===== src/malu_pkg.sv =====
// Shared types and constants for the Moran allele label update block.
// Used by malu_label_ram and moran_allele_label_update; depends on nothing.
package malu_pkg;

  // Population and field widths
  localparam int POP_SIZE  = 256;
  localparam int SLOT_W    = $clog2(POP_SIZE);
  localparam int INDEX_W   = 8;
  localparam int LABEL_W   = 13;
  localparam int FRAC_W    = 16;
  localparam int CFG_IDX_W = 2;
  localparam int CFG_W     = 16;

  localparam logic [LABEL_W-1:0] LABEL_MAX   = {LABEL_W{1'b1}};
  localparam logic [LABEL_W-1:0] FRESH_RESET = LABEL_W'(1);
  localparam logic [SLOT_W-1:0]  SLOT_LAST   = SLOT_W'(POP_SIZE - 1);

  // Configuration register indexes and reset values
  localparam logic [CFG_IDX_W-1:0] CFG_CUT_COPY      = CFG_IDX_W'(0);
  localparam logic [CFG_IDX_W-1:0] CFG_CUT_MUTATE    = CFG_IDX_W'(1);
  localparam logic [CFG_IDX_W-1:0] CFG_RELABEL_LIMIT = CFG_IDX_W'(2);

  localparam logic [FRAC_W-1:0]  CUT_COPY_RESET      = FRAC_W'(32768);
  localparam logic [FRAC_W-1:0]  CUT_MUTATE_RESET    = FRAC_W'(33000);
  localparam logic [LABEL_W-1:0] RELABEL_LIMIT_RESET = LABEL_W'(5000);

  typedef enum logic [1:0] {
    KIND_COPY   = 2'd0,
    KIND_MUTATE = 2'd1,
    KIND_SEXUAL = 2'd2
  } kind_t;

  typedef struct packed {
    logic [FRAC_W-1:0]  event_draw;
    logic [INDEX_W-1:0] first_index;
    logic [INDEX_W-1:0] second_index;
    logic [INDEX_W-1:0] third_index;
    logic               parent_pick;
  } item_t;

  typedef struct packed {
    kind_t              event_kind;
    logic [INDEX_W-1:0] target_slot;
    logic [LABEL_W-1:0] written_label;
    logic               relabeled;
    logic [LABEL_W-1:0] label_counter;
  } result_t;

  // Write port of the label memory
  typedef struct packed {
    logic               en;
    logic [SLOT_W-1:0]  addr;
    logic [LABEL_W-1:0] data;
  } ram_wr_t;

endpackage


===== src/malu_label_ram.sv =====
// Label memory: one label per individual, one write and one registered read a cycle.
// Depends on malu_pkg. Per-entry valid bits make unwritten entries read as zero.
module malu_label_ram
  import malu_pkg::*;
(
  input  logic               clk,
  input  logic               rst,
  input  logic [SLOT_W-1:0]  rd_addr,
  input  ram_wr_t            wr,
  output logic [LABEL_W-1:0] rd_data
);

  logic [LABEL_W-1:0] mem [POP_SIZE];
  logic [POP_SIZE-1:0] vld;
  logic [LABEL_W-1:0] rd_q;
  logic               rd_ok;

  always_ff @(posedge clk) begin
    if (wr.en) begin
      mem[wr.addr] <= wr.data;
    end
    rd_q <= mem[rd_addr];
  end

  always_ff @(posedge clk) begin
    if (rst) begin
      vld   <= '0;
      rd_ok <= 1'b0;
    end else begin
      if (wr.en) begin
        vld[wr.addr] <= 1'b1;
      end
      rd_ok <= vld[rd_addr];
    end
  end

  // Never-written entries read as zero through their cleared valid bits
  assign rd_data = rd_ok ? rd_q : '0;

endmodule


===== src/moran_allele_label_update.sv =====
// Top level of the Moran allele label update: event decode, sequencer, relabel walk.
// Depends on malu_pkg and malu_label_ram.
//
//  port group           | role       | handshake                 | payload
//  ---------------------+------------+---------------------------+----------------
//  item                 | event in   | item_valid / item_stall   | item_t
//  result               | event out  | result_valid/result_stall | result_t
//  cfg                  | registers  | cfg_write (no wait)       | cfg_index, cfg_data
//
// An ordinary event: the accept cycle issues the memory read, and the cycle after it
// writes the label back and loads the output register if that register is free.
// A mutation that pushes the counter past the limit adds a relabel walk: a minimum
// scan and a subtract pass over the label memory.
// Reset is synchronous; it sets the counter to one, resets the registers and clears
// all entry valid bits, so no clearing pass is needed.
// A stalled result word holds in the output register; the next event is still taken,
// writes back, then holds in the emit step until the register drains, input stalled.
module moran_allele_label_update
  import malu_pkg::*;
(
  input  logic                 clk,
  input  logic                 rst,
  input  logic                 item_valid,
  output logic                 item_stall,
  input  item_t                item,
  output logic                 result_valid,
  input  logic                 result_stall,
  output result_t              result,
  input  logic                 cfg_write,
  input  logic [CFG_IDX_W-1:0] cfg_index,
  input  logic [CFG_W-1:0]     cfg_data
);

  typedef enum logic [2:0] {
    ST_IDLE,
    ST_EXEC,
    ST_EMIT,
    ST_SCAN,
    ST_SCAN_END,
    ST_SUB,
    ST_SUB_END
  } state_t;

  state_t state;

  // Configuration registers
  logic [FRAC_W-1:0]  cut_copy;
  logic [FRAC_W-1:0]  cut_mutate;
  logic [LABEL_W-1:0] relabel_limit;

  // Event in flight
  kind_t              cur_kind;
  logic [SLOT_W-1:0]  cur_a;
  logic [SLOT_W-1:0]  cur_b;
  logic [SLOT_W-1:0]  cur_c;
  logic [LABEL_W-1:0] fresh_label;
  logic [LABEL_W-1:0] lowest;
  logic [SLOT_W-1:0]  scan_idx;
  logic               cmp_en;
  logic               sub_en;
  logic [SLOT_W-1:0]  sub_addr;
  result_t            res_pend;

  // Memory port
  logic [SLOT_W-1:0]  rd_addr;
  logic [LABEL_W-1:0] rd_data;
  ram_wr_t            wr;

  // Decode and combinational helpers
  kind_t              item_kind;
  logic [SLOT_W-1:0]  item_a;
  logic [SLOT_W-1:0]  item_b;
  logic [SLOT_W-1:0]  item_c;
  logic               item_take;
  logic               slot_free;
  logic [LABEL_W-1:0] fresh_inc;
  logic               do_relabel;
  logic [SLOT_W-1:0]  exec_target;
  logic [LABEL_W-1:0] exec_label;
  result_t            res_now;

  malu_label_ram u_ram (
    .clk     (clk),
    .rst     (rst),
    .rd_addr (rd_addr),
    .wr      (wr),
    .rd_data (rd_data)
  );

  // Take an event only between events; the output register parts the two sides
  assign item_stall = (state != ST_IDLE);
  assign item_take  = item_valid && !item_stall;
  assign slot_free  = !result_valid || !result_stall;

  // Indices are reduced modulo the population, a plain truncation at this size
  assign item_a = item.first_index[SLOT_W-1:0];
  assign item_b = item.second_index[SLOT_W-1:0];
  assign item_c = item.third_index[SLOT_W-1:0];

  // Strict unsigned compares against the cumulative cut points, copy first
  always_comb begin
    priority if (item.event_draw < cut_copy) begin
      item_kind = KIND_COPY;
    end else if (item.event_draw < cut_mutate) begin
      item_kind = KIND_MUTATE;
    end else begin
      item_kind = KIND_SEXUAL;
    end
  end

  // Read address: source label on accept, walk index during relabel
  always_comb begin
    rd_addr = scan_idx;
    if (state == ST_IDLE) begin
      if (item_kind == KIND_SEXUAL && item.parent_pick) begin
        rd_addr = item_b;
      end else begin
        rd_addr = item_a;
      end
    end
  end

  // Saturating counter advance and relabel trigger
  assign fresh_inc  = (fresh_label == LABEL_MAX) ? fresh_label : fresh_label + LABEL_W'(1);
  assign do_relabel = (cur_kind == KIND_MUTATE) && (fresh_inc > relabel_limit);

  always_comb begin
    unique case (cur_kind)
      KIND_COPY: begin
        exec_target = cur_b;
        exec_label  = rd_data;
      end
      KIND_MUTATE: begin
        exec_target = cur_a;
        exec_label  = fresh_label;
      end
      default: begin
        exec_target = cur_c;
        exec_label  = rd_data;
      end
    endcase
  end

  always_comb begin
    res_now.event_kind    = cur_kind;
    res_now.target_slot   = INDEX_W'(exec_target);
    res_now.written_label = exec_label;
    res_now.relabeled     = do_relabel;
    res_now.label_counter = (cur_kind == KIND_MUTATE) ? fresh_inc : fresh_label;
  end

  // Write port: event write-back, or subtract pass one entry behind its read
  always_comb begin
    wr.en   = 1'b0;
    wr.addr = exec_target;
    wr.data = exec_label;
    if (state == ST_EXEC) begin
      wr.en = 1'b1;
    end else if (sub_en) begin
      wr.en   = 1'b1;
      wr.addr = sub_addr;
      wr.data = rd_data - lowest;
    end
  end

  // Configuration writes; an unknown index is dropped
  always_ff @(posedge clk) begin
    if (rst) begin
      cut_copy      <= CUT_COPY_RESET;
      cut_mutate    <= CUT_MUTATE_RESET;
      relabel_limit <= RELABEL_LIMIT_RESET;
    end else if (cfg_write) begin
      unique case (cfg_index)
        CFG_CUT_COPY:      cut_copy      <= cfg_data;
        CFG_CUT_MUTATE:    cut_mutate    <= cfg_data;
        CFG_RELABEL_LIMIT: relabel_limit <= cfg_data[LABEL_W-1:0];
        default: ;
      endcase
    end
  end

  // Capture the event on accept
  always_ff @(posedge clk) begin
    if (item_take) begin
      cur_kind <= item_kind;
      cur_a    <= item_a;
      cur_b    <= item_b;
      cur_c    <= item_c;
    end
  end

  // Sequencer, counter, relabel walk and output register
  always_ff @(posedge clk) begin
    if (rst) begin
      state        <= ST_IDLE;
      fresh_label  <= FRESH_RESET;
      lowest       <= '0;
      scan_idx     <= '0;
      cmp_en       <= 1'b0;
      sub_en       <= 1'b0;
      sub_addr     <= '0;
      result_valid <= 1'b0;
      result       <= '0;
      res_pend     <= '0;
    end else begin
      // Drain the output register when taken; a load below overrides
      if (result_valid && !result_stall) begin
        result_valid <= 1'b0;
      end

      cmp_en   <= (state == ST_SCAN);
      sub_en   <= (state == ST_SUB);
      sub_addr <= scan_idx;

      // Minimum follows each scanned entry, compared in the cycle after its read
      if (cmp_en && rd_data < lowest) begin
        lowest <= rd_data;
      end

      unique case (state)
        ST_IDLE: begin
          if (item_take) begin
            state <= ST_EXEC;
          end
        end
        ST_EXEC: begin
          if (cur_kind == KIND_MUTATE) begin
            fresh_label <= fresh_inc;
          end
          res_pend <= res_now;
          if (do_relabel) begin
            lowest   <= fresh_inc;
            scan_idx <= '0;
            state    <= ST_SCAN;
          end else if (slot_free) begin
            result       <= res_now;
            result_valid <= 1'b1;
            state        <= ST_IDLE;
          end else begin
            state <= ST_EMIT;
          end
        end
        ST_SCAN: begin
          scan_idx <= scan_idx + SLOT_W'(1);
          if (scan_idx == SLOT_LAST) begin
            state <= ST_SCAN_END;
          end
        end
        ST_SCAN_END: begin
          // Last compare lands this cycle; start the subtract pass
          state <= ST_SUB;
        end
        ST_SUB: begin
          scan_idx <= scan_idx + SLOT_W'(1);
          if (scan_idx == SLOT_LAST) begin
            state <= ST_SUB_END;
          end
        end
        ST_SUB_END: begin
          // Final entry is written this cycle; shift the counter and the report
          fresh_label            <= fresh_label - lowest;
          res_pend.written_label <= res_pend.written_label - lowest;
          res_pend.label_counter <= fresh_label - lowest;
          state                  <= ST_EMIT;
        end
        ST_EMIT: begin
          if (slot_free) begin
            result       <= res_pend;
            result_valid <= 1'b1;
            state        <= ST_IDLE;
          end
        end
        default: state <= ST_IDLE;
      endcase
    end
  end

  // Write-back always follows an accept cycle
  a_exec_after_idle: assert property (@(posedge clk) disable iff (rst)
    (state == ST_EXEC) |-> ($past(state) == ST_IDLE))
    else $error("write-back cycle without a preceding accept");

  // The minimum scan must leave the memory untouched
  a_scan_no_write: assert property (@(posedge clk) disable iff (rst)
    (state == ST_SCAN || state == ST_SCAN_END) |-> !wr.en)
    else $error("label memory written during minimum scan");

  // A new result word appears only from write-back or the emit step
  a_result_source: assert property (@(posedge clk) disable iff (rst)
    $rose(result_valid) |-> ($past(state) == ST_EXEC || $past(state) == ST_EMIT))
    else $error("result word loaded outside write-back or emit");

  // Only a mutation can report a relabel
  a_relabel_kind: assert property (@(posedge clk) disable iff (rst)
    (result_valid && result.relabeled) |-> (result.event_kind == KIND_MUTATE))
    else $error("relabel flagged on a non-mutation event");

  // Never write a label above the counter after a relabel
  a_counter_bound: assert property (@(posedge clk) disable iff (rst)
    $rose(result_valid) && result.relabeled |->
      (result.written_label <= result.label_counter))
    else $error("relabelled label exceeds the counter");

endmodule


===== config.mk =====
export PLATFORM = sky130hd
export DESIGN_NAME = moran_allele_label_update
export DESIGN_NICKNAME = d
export VERILOG_FILES = /design/src/malu_pkg.sv /design/src/malu_label_ram.sv /design/src/moran_allele_label_update.sv
export SDC_FILE = /design/constraint.sdc
export NUM_CORES = 2
export LEC_CHECK = 0
export BUFFER_PORTS_ARGS = -buffer_cell sky130_fd_sc_hd__buf_2
export CAP_MARGIN = 10
export CORE_MARGIN = 10
export CORE_UTILIZATION = 25
export CTS_BUF_LIST = sky130_fd_sc_hd__clkbuf_8
export DETAILED_ROUTE_END_ITERATION = 12
export GPL_ROUTABILITY_DRIVEN = 1
export PLACE_DENSITY_LB_ADDON = 0.1
export SKIP_CTS_REPAIR_TIMING = 1
export SLEW_MARGIN = 20
export SYNTH_ARGS = -nofsm -noshare
export SYNTH_HDL_FRONTEND = slang
export SYNTH_SLANG_ARGS = --single-unit

===== constraint.sdc =====
create_clock -name clk -period 13.83 [get_ports clk]
set_input_delay 0.6915 -clock clk [delete_from_list [all_inputs] [get_ports clk]]
set_output_delay 0.6915 -clock clk [all_outputs]
set_load 0.1 [all_outputs]

* Word level (Yosys, flattened, before mapping)
Memories as Yosys holds them, arrays and structs flattened. A register that Yosys moved wholly into a read port is not among the register bits.
Index checks and enable logic that the tools add are counted.
** Word-level totals
- Bits in writable memories :: 3328
- Memories kept :: 1
- Register bits :: 450
- Input port bits :: 64
** Memory list
- u_ram.mem :: depth 256, bits a word 13, rd ports 1, clocked after Yosys merged registers in 1, wr ports 1, RTL line malu_label_ram.sv:13 : logic [LABEL_W-1:0] mem [POP_SIZE];
** Operators by class
- Bitwise gates (word level) :: 1
- $add $sub $neg :: 5
- Muxes and demuxes :: 40
- Reduce and logical (&&, ||, !) cells :: 24
- Magnitude comparators :: 7
- Equal/unequal tests :: 19
** Operators with widths (number)
- $or A256 B256 Y256 :: 1
- $mux W37 :: 3
- $mux W13 :: 7
- $pmux W37 S2 :: 1
- $pmux W13 S2 :: 2
- $sub A13 B13 Y13 :: 3
- $lt A16 B16 Y1 :: 2
- $pmux W8 S2 :: 2
- $mux W8 :: 3
- $mux W22 :: 1
- $mux W21 :: 1
- $pmux W3 S7 :: 1
- $lt A8 B9 Y1 const B :: 2
- $add A13 B1 Y13 const B :: 1
- $eq A13 B13 Y1 const B :: 1
- $gt A13 B13 Y1 :: 1
- $lt A13 B13 Y1 :: 1
- $mux W3 :: 4
- $ne A2 B2 Y1 const B :: 5
- $eq A3 B3 Y1 const B :: 3
- $add A8 B1 Y8 const B :: 1
- $bmux W1 S8 :: 1
- $demux W1 S8 :: 1
- $eq A8 B8 Y1 const B :: 1
- other kinds (19) :: 47

* Logic depth before layout (Yosys ltp)
- Depth after elaboration :: 9
- Mapped depth :: 24
- Gate-level depth less buffers :: 21

* Cells and area by module
From an unflattened synthesis, not the netlist that was laid out.
** Unflattened totals
- Cell total of the unflattened synthesis :: 7879
- Area, all modules :: 146752.0 um^2
** By module, submodules not included
- malu_label_ram :: instances 1, seq. area each 105341.0 um^2, cells each 6566, area an instance 136035.5 um^2
- moran_allele_label_update :: instances 1, seq. area each 3883.7 um^2, cells each 1313, area an instance 10716.5 um^2

* Worst setup path before layout
Ideal clock, no wire load.
- Path type :: reg2reg
- Start :: reg u_ram.rd_ok
- End :: mem u_ram.mem[0][11], data pin
- Data arrival time :: 12.949 ns
- Stages on the path, launching flop included :: 16
- Period minus slack after synthesis :: 15.181 ns
- Slack :: -1.351 ns
- Path through :: dfxtp_1 -> clkbuf_1 -> nand2_1 -> inv_1 -> ha_1 -> nor2b_1 -> o21ai_0 -> a21boi_0 -> o21ai_0 -> a21boi_0 -> o21ai_0 -> a21boi_0 -> o21ai_0 -> a21oi_1 -> o21a_1 -> o31ai_1
** RTL lines
- start, declared :: RTL line malu_label_ram.sv:16 : logic rd_ok;
- start signal, assigned :: RTL line malu_label_ram.sv:33 : rd_ok <= vld[rd_addr];
- end, declared :: RTL line malu_label_ram.sv:13

* Worst setup path after layout
- Start :: reg cut_mutate[14]
- End :: reg u_ram.rd_q[2] (read register of u_ram.mem)
** Between the ends
- Cells in the longest elaborated chain, start to end :: 7
** RTL lines
- start, declared :: RTL line moran_allele_label_update.sv:48 : logic [FRAC_W-1:0] cut_mutate;
- start signal, assigned :: RTL line moran_allele_label_update.sv:175 : CFG_CUT_MUTATE: cut_mutate <= cfg_data;
- $lt A16 B16 Y1 :: RTL line moran_allele_label_update.sv:104 : end else if (item.event_draw < cut_mutate) begin
- $mux W2 :: RTL line moran_allele_label_update.sv:104
- $mux W2 :: RTL line moran_allele_label_update.sv:102 : priority if (item.event_draw < cut_copy) begin
- $eq A2 B2 Y1 :: RTL line moran_allele_label_update.sv:115 : if (item_kind == KIND_SEXUAL && item.parent_pick) begin
- $logic_and A1 B1 Y1 :: RTL line moran_allele_label_update.sv:115
- $mux W8 :: RTL line moran_allele_label_update.sv:115
- $mux W8 :: RTL line moran_allele_label_update.sv:114 : if (state == ST_IDLE) begin
- end, declared :: RTL line malu_label_ram.sv:15 : logic [LABEL_W-1:0] rd_q;
Every way passes these cells.
A chain may end at the register's enable or synchronous reset.

==> results.cfg <==
[logic_synthesis]
synth_top_area_share = 0.665
syn_inst = 11400
syn_avg_cell_area_um2 = 13.3
synth_warnings = 0
yosysSeqAreaShare = 0.722
async_flop_share = 0
yosysMostFrequentCell = edfxtp_1
synth_edf_count = 3354
yosys-top-cells-count = edfxtp_1 (3354), nand2_1 (2583), nand3_1 (1029)
synthFlopType = edfxtp_1
synth_top_area_cell = edfxtp_1
synth_area_leaders = edfxtp_1 (67%), nand2_1 (6.4%), dfxtp_1 (5.6%)
syn_nets = 11500
synth-seq-cells = 3779
syn_area_um2 = 151000
yosysUniqueCellTypes = 88

[power]
ir_drop_mv = 0.107
seqPwrFrac = 0.476
p_clk_frac = 0.377
p_per_area_nw_per_um2 = 153
p_int_mw = 19.0
finalPower_mw = 27.0
p_sw_frac = 0.299
comb_power_share = 0.147
switchingPower_mw = 8.08
p_leak_nw = 60.1

[final_layout]
drive_gt1_frac = 0.153
finalNonFillerCells = 20500
nets = 12000
layout-area-overhead-vs-synth_pct = 16.6

[sta]
fmax_mhz = 129
setup_viol = 0
rsz0062_at_grt = no
whs_ns = 0.0825
setup_ws_ns = 6.08
maxSlewViolCount = 0
slew_headroom = 0.228
setup_tns_ns = 0
finalCriticalPeriod_ns = 7.75
worstMarginPinSlew_ns = 1.15
hold_viol_final = 0
fin_skew_ns = 0.0729
period_share = 0.561

[worst_setup_path]
critPathMaxFanout = 36
cp_top_family = simple AND/OR/NAND/NOR gates
critPathKind = register to register
path_buf_inv = 4
max_stage_delay_ns = 0.88
cp.arrival_ns = 8.88
cp_cell_sequence = inv_1, ha_1, nand4_1, nor4_1, a311oi_1, and3_1, nor3_2, or3_4, buf_4, buf_4, mux4_2, o22ai_1, nor3_1, buf_4, a21oi_1, o32a_1, o32ai_1
cp_common_cell = buf_4
startpoint_type = register
slowest_stage = nor3_2
worstPathRequired_ns = 14.96
end_kind = register

[routing]
drtIter0Drc = 8854
drtAntennaViolNets = 0
met3_length_um = 31100
top_layer = met5
num_vias = 98400
post-route-drc-count = 0
met1Wirelength_um = 269000
wl_met2_um = 266000
drt_wl_total_um = 582000
avgRoutedWirePerCell_um = 28.4
dr.pass1.iters = 6
avgViaCountPerCell = 4.80

[global_route]
grt_max_degree = 153
antenna_found_initial = 60
overflow = 0
grt_pass1_wl_um = 802000
first_global_vias = 96500
grt_use_total = 0.176

[placed_design]
portBuffers = 102
placed_cells = 19200
dp_hpwl_um = 348000
gp_congestion = 0.821
pre_cts_ws_ns = 5.67

[clock_network]
cts_buffers = 683
root_buffer = clkbuf_8
cts-htree-levels = 6
cts_tree = yes
clkTransAtPathRegs_ns = 0.07
clockBufferDepth = 4
clk_latency_ns = 1.31
cts.sinks = 3779

[die]
dieWidth_um = 798
core_area_um2 = 603000
rows = 285
start_util = 0.251
die_h_um = 798
ioPinCount = 103
dieArea_um2 = 637000

[status]
status = complete, no violations

[min_path]
worstHoldPathType = input port to register

[job]
maxCapViolations = 0
==> state kept, by name (all words and copies together), names as in the netlist, 13 cells and up <==
name	count
relabel_limit	13
fresh_label	13
u_ram.rd_q	13
u_ram.mem	3328
res_pend	25
cut_mutate	16
u_ram.vld	256
result	37
cut_copy	16
lowest	13
==> power groups by stage <==
stage	Sequential [mW]	Combinational [mW]	Clock, mW
after global placement	13.1	4.02	0
after global routing	12.9	4.23	11.0
after floorplan	13.3	1.96	0
final	12.9	3.98	10.2
after CTS	12.9	4.04	10.5
after detailed placement	13.1	4.03	0
==> routing by layer <==
layer  up-vias  track usage
li1      43200            -
met1     51400        0.250
met2      3042        0.280
met3       774       0.0267
met4        16       0.0442
met5         -            0
==> worst min-delay path, stage by stage <==
cell and delay, ns:
buf_2 0.12, nand3b_1 0.29, nand2_1 0.16, a21oi_1 0.05
==> cell usage in the layout, fill, tap and decap left out, drive strengths merged, types with 21 or more instances in the layout <==
cell and instances:
a211o 25, edfxtp 3354, a21oi 369, nor2b 32, nand3 1032, a311oi 33
clkinv 211, o21ba 29, inv 352, nor3 65, and3 174, diode 36
buf 504, mux4 244, o2111ai 28, nand2 2586, ha 82, nand2b 21
clkbuf 748, dfxtp 425, a2111oi 25, a31oi 150, nand4 95, o211ai 41
mux2i 186, a32oi 70, dlygate4sd3 47, nor2 913, a22o 26, a22oi 37
xor2 30, o22ai 57, o21ai 98
==> per-stage QoR <==
step	instance area [um2]	util
2_1_floorplan	151000	-
3_3_place_gp	163000	0.270
3_5_place_dp	163000	0.270
4_1_cts	176000	0.292
5_1_grt	176000	0.293
6_report	177000	0.293
==> final timing paths <==
| check | to | cells after the start | slack [ns] | start |
|---|---|---|---|---|
| max | u_ram.rd_q[2]$_DFF_P_ | 17 | 6.08 | cut_mutate[14]$_SDFFE_PP0P_ |
| min | relabel_limit[10]$_SDFFE_PP0P_ | 4 | 0.08 | cfg_write |
| max reg2reg | u_ram.rd_q[2]$_DFF_P_ | 17 | 6.08 | cut_mutate[14]$_SDFFE_PP0P_ |
| min reg2reg | result[19]$_SDFFE_PP0P_ | 2 | 0.45 | result[19]$_SDFFE_PP0P_ |
==> cell families (layout without fill, tap and decap cells) <==
| logic type | count (synthesis) | after routing | synth area share |
|---|---|---|---|
| xor+xnor | 47 | 47 | 0.00272 |
| other cells | 0 | 36 | 0 |
| compound gates | 1192 | 1192 | 0.0537 |
| fa+ha+maj | 85 | 85 | 0.00717 |
| flops | 3779 | 3779 | 0.722 |
| simple gates | 5010 | 5010 | 0.141 |
| buf+inv | 817 | 1888 | 0.0243 |
| mux | 436 | 436 | 0.0490 |
==> cell type report <==
class                           instances  area, um2
Fill cell                           61000     426000
Sequential cell                      3779     109000
Multi-Input combinational cell       6770      39500
Clock buffer                          748      10300
Tap cell                             8036      10100
Timing Repair Buffer                  551       4370
Clock inverter                        494       2650
Inverter                               95        357
Antenna cell                           36       90.1
No activity file was read; power rests on OpenSTA's default activity.
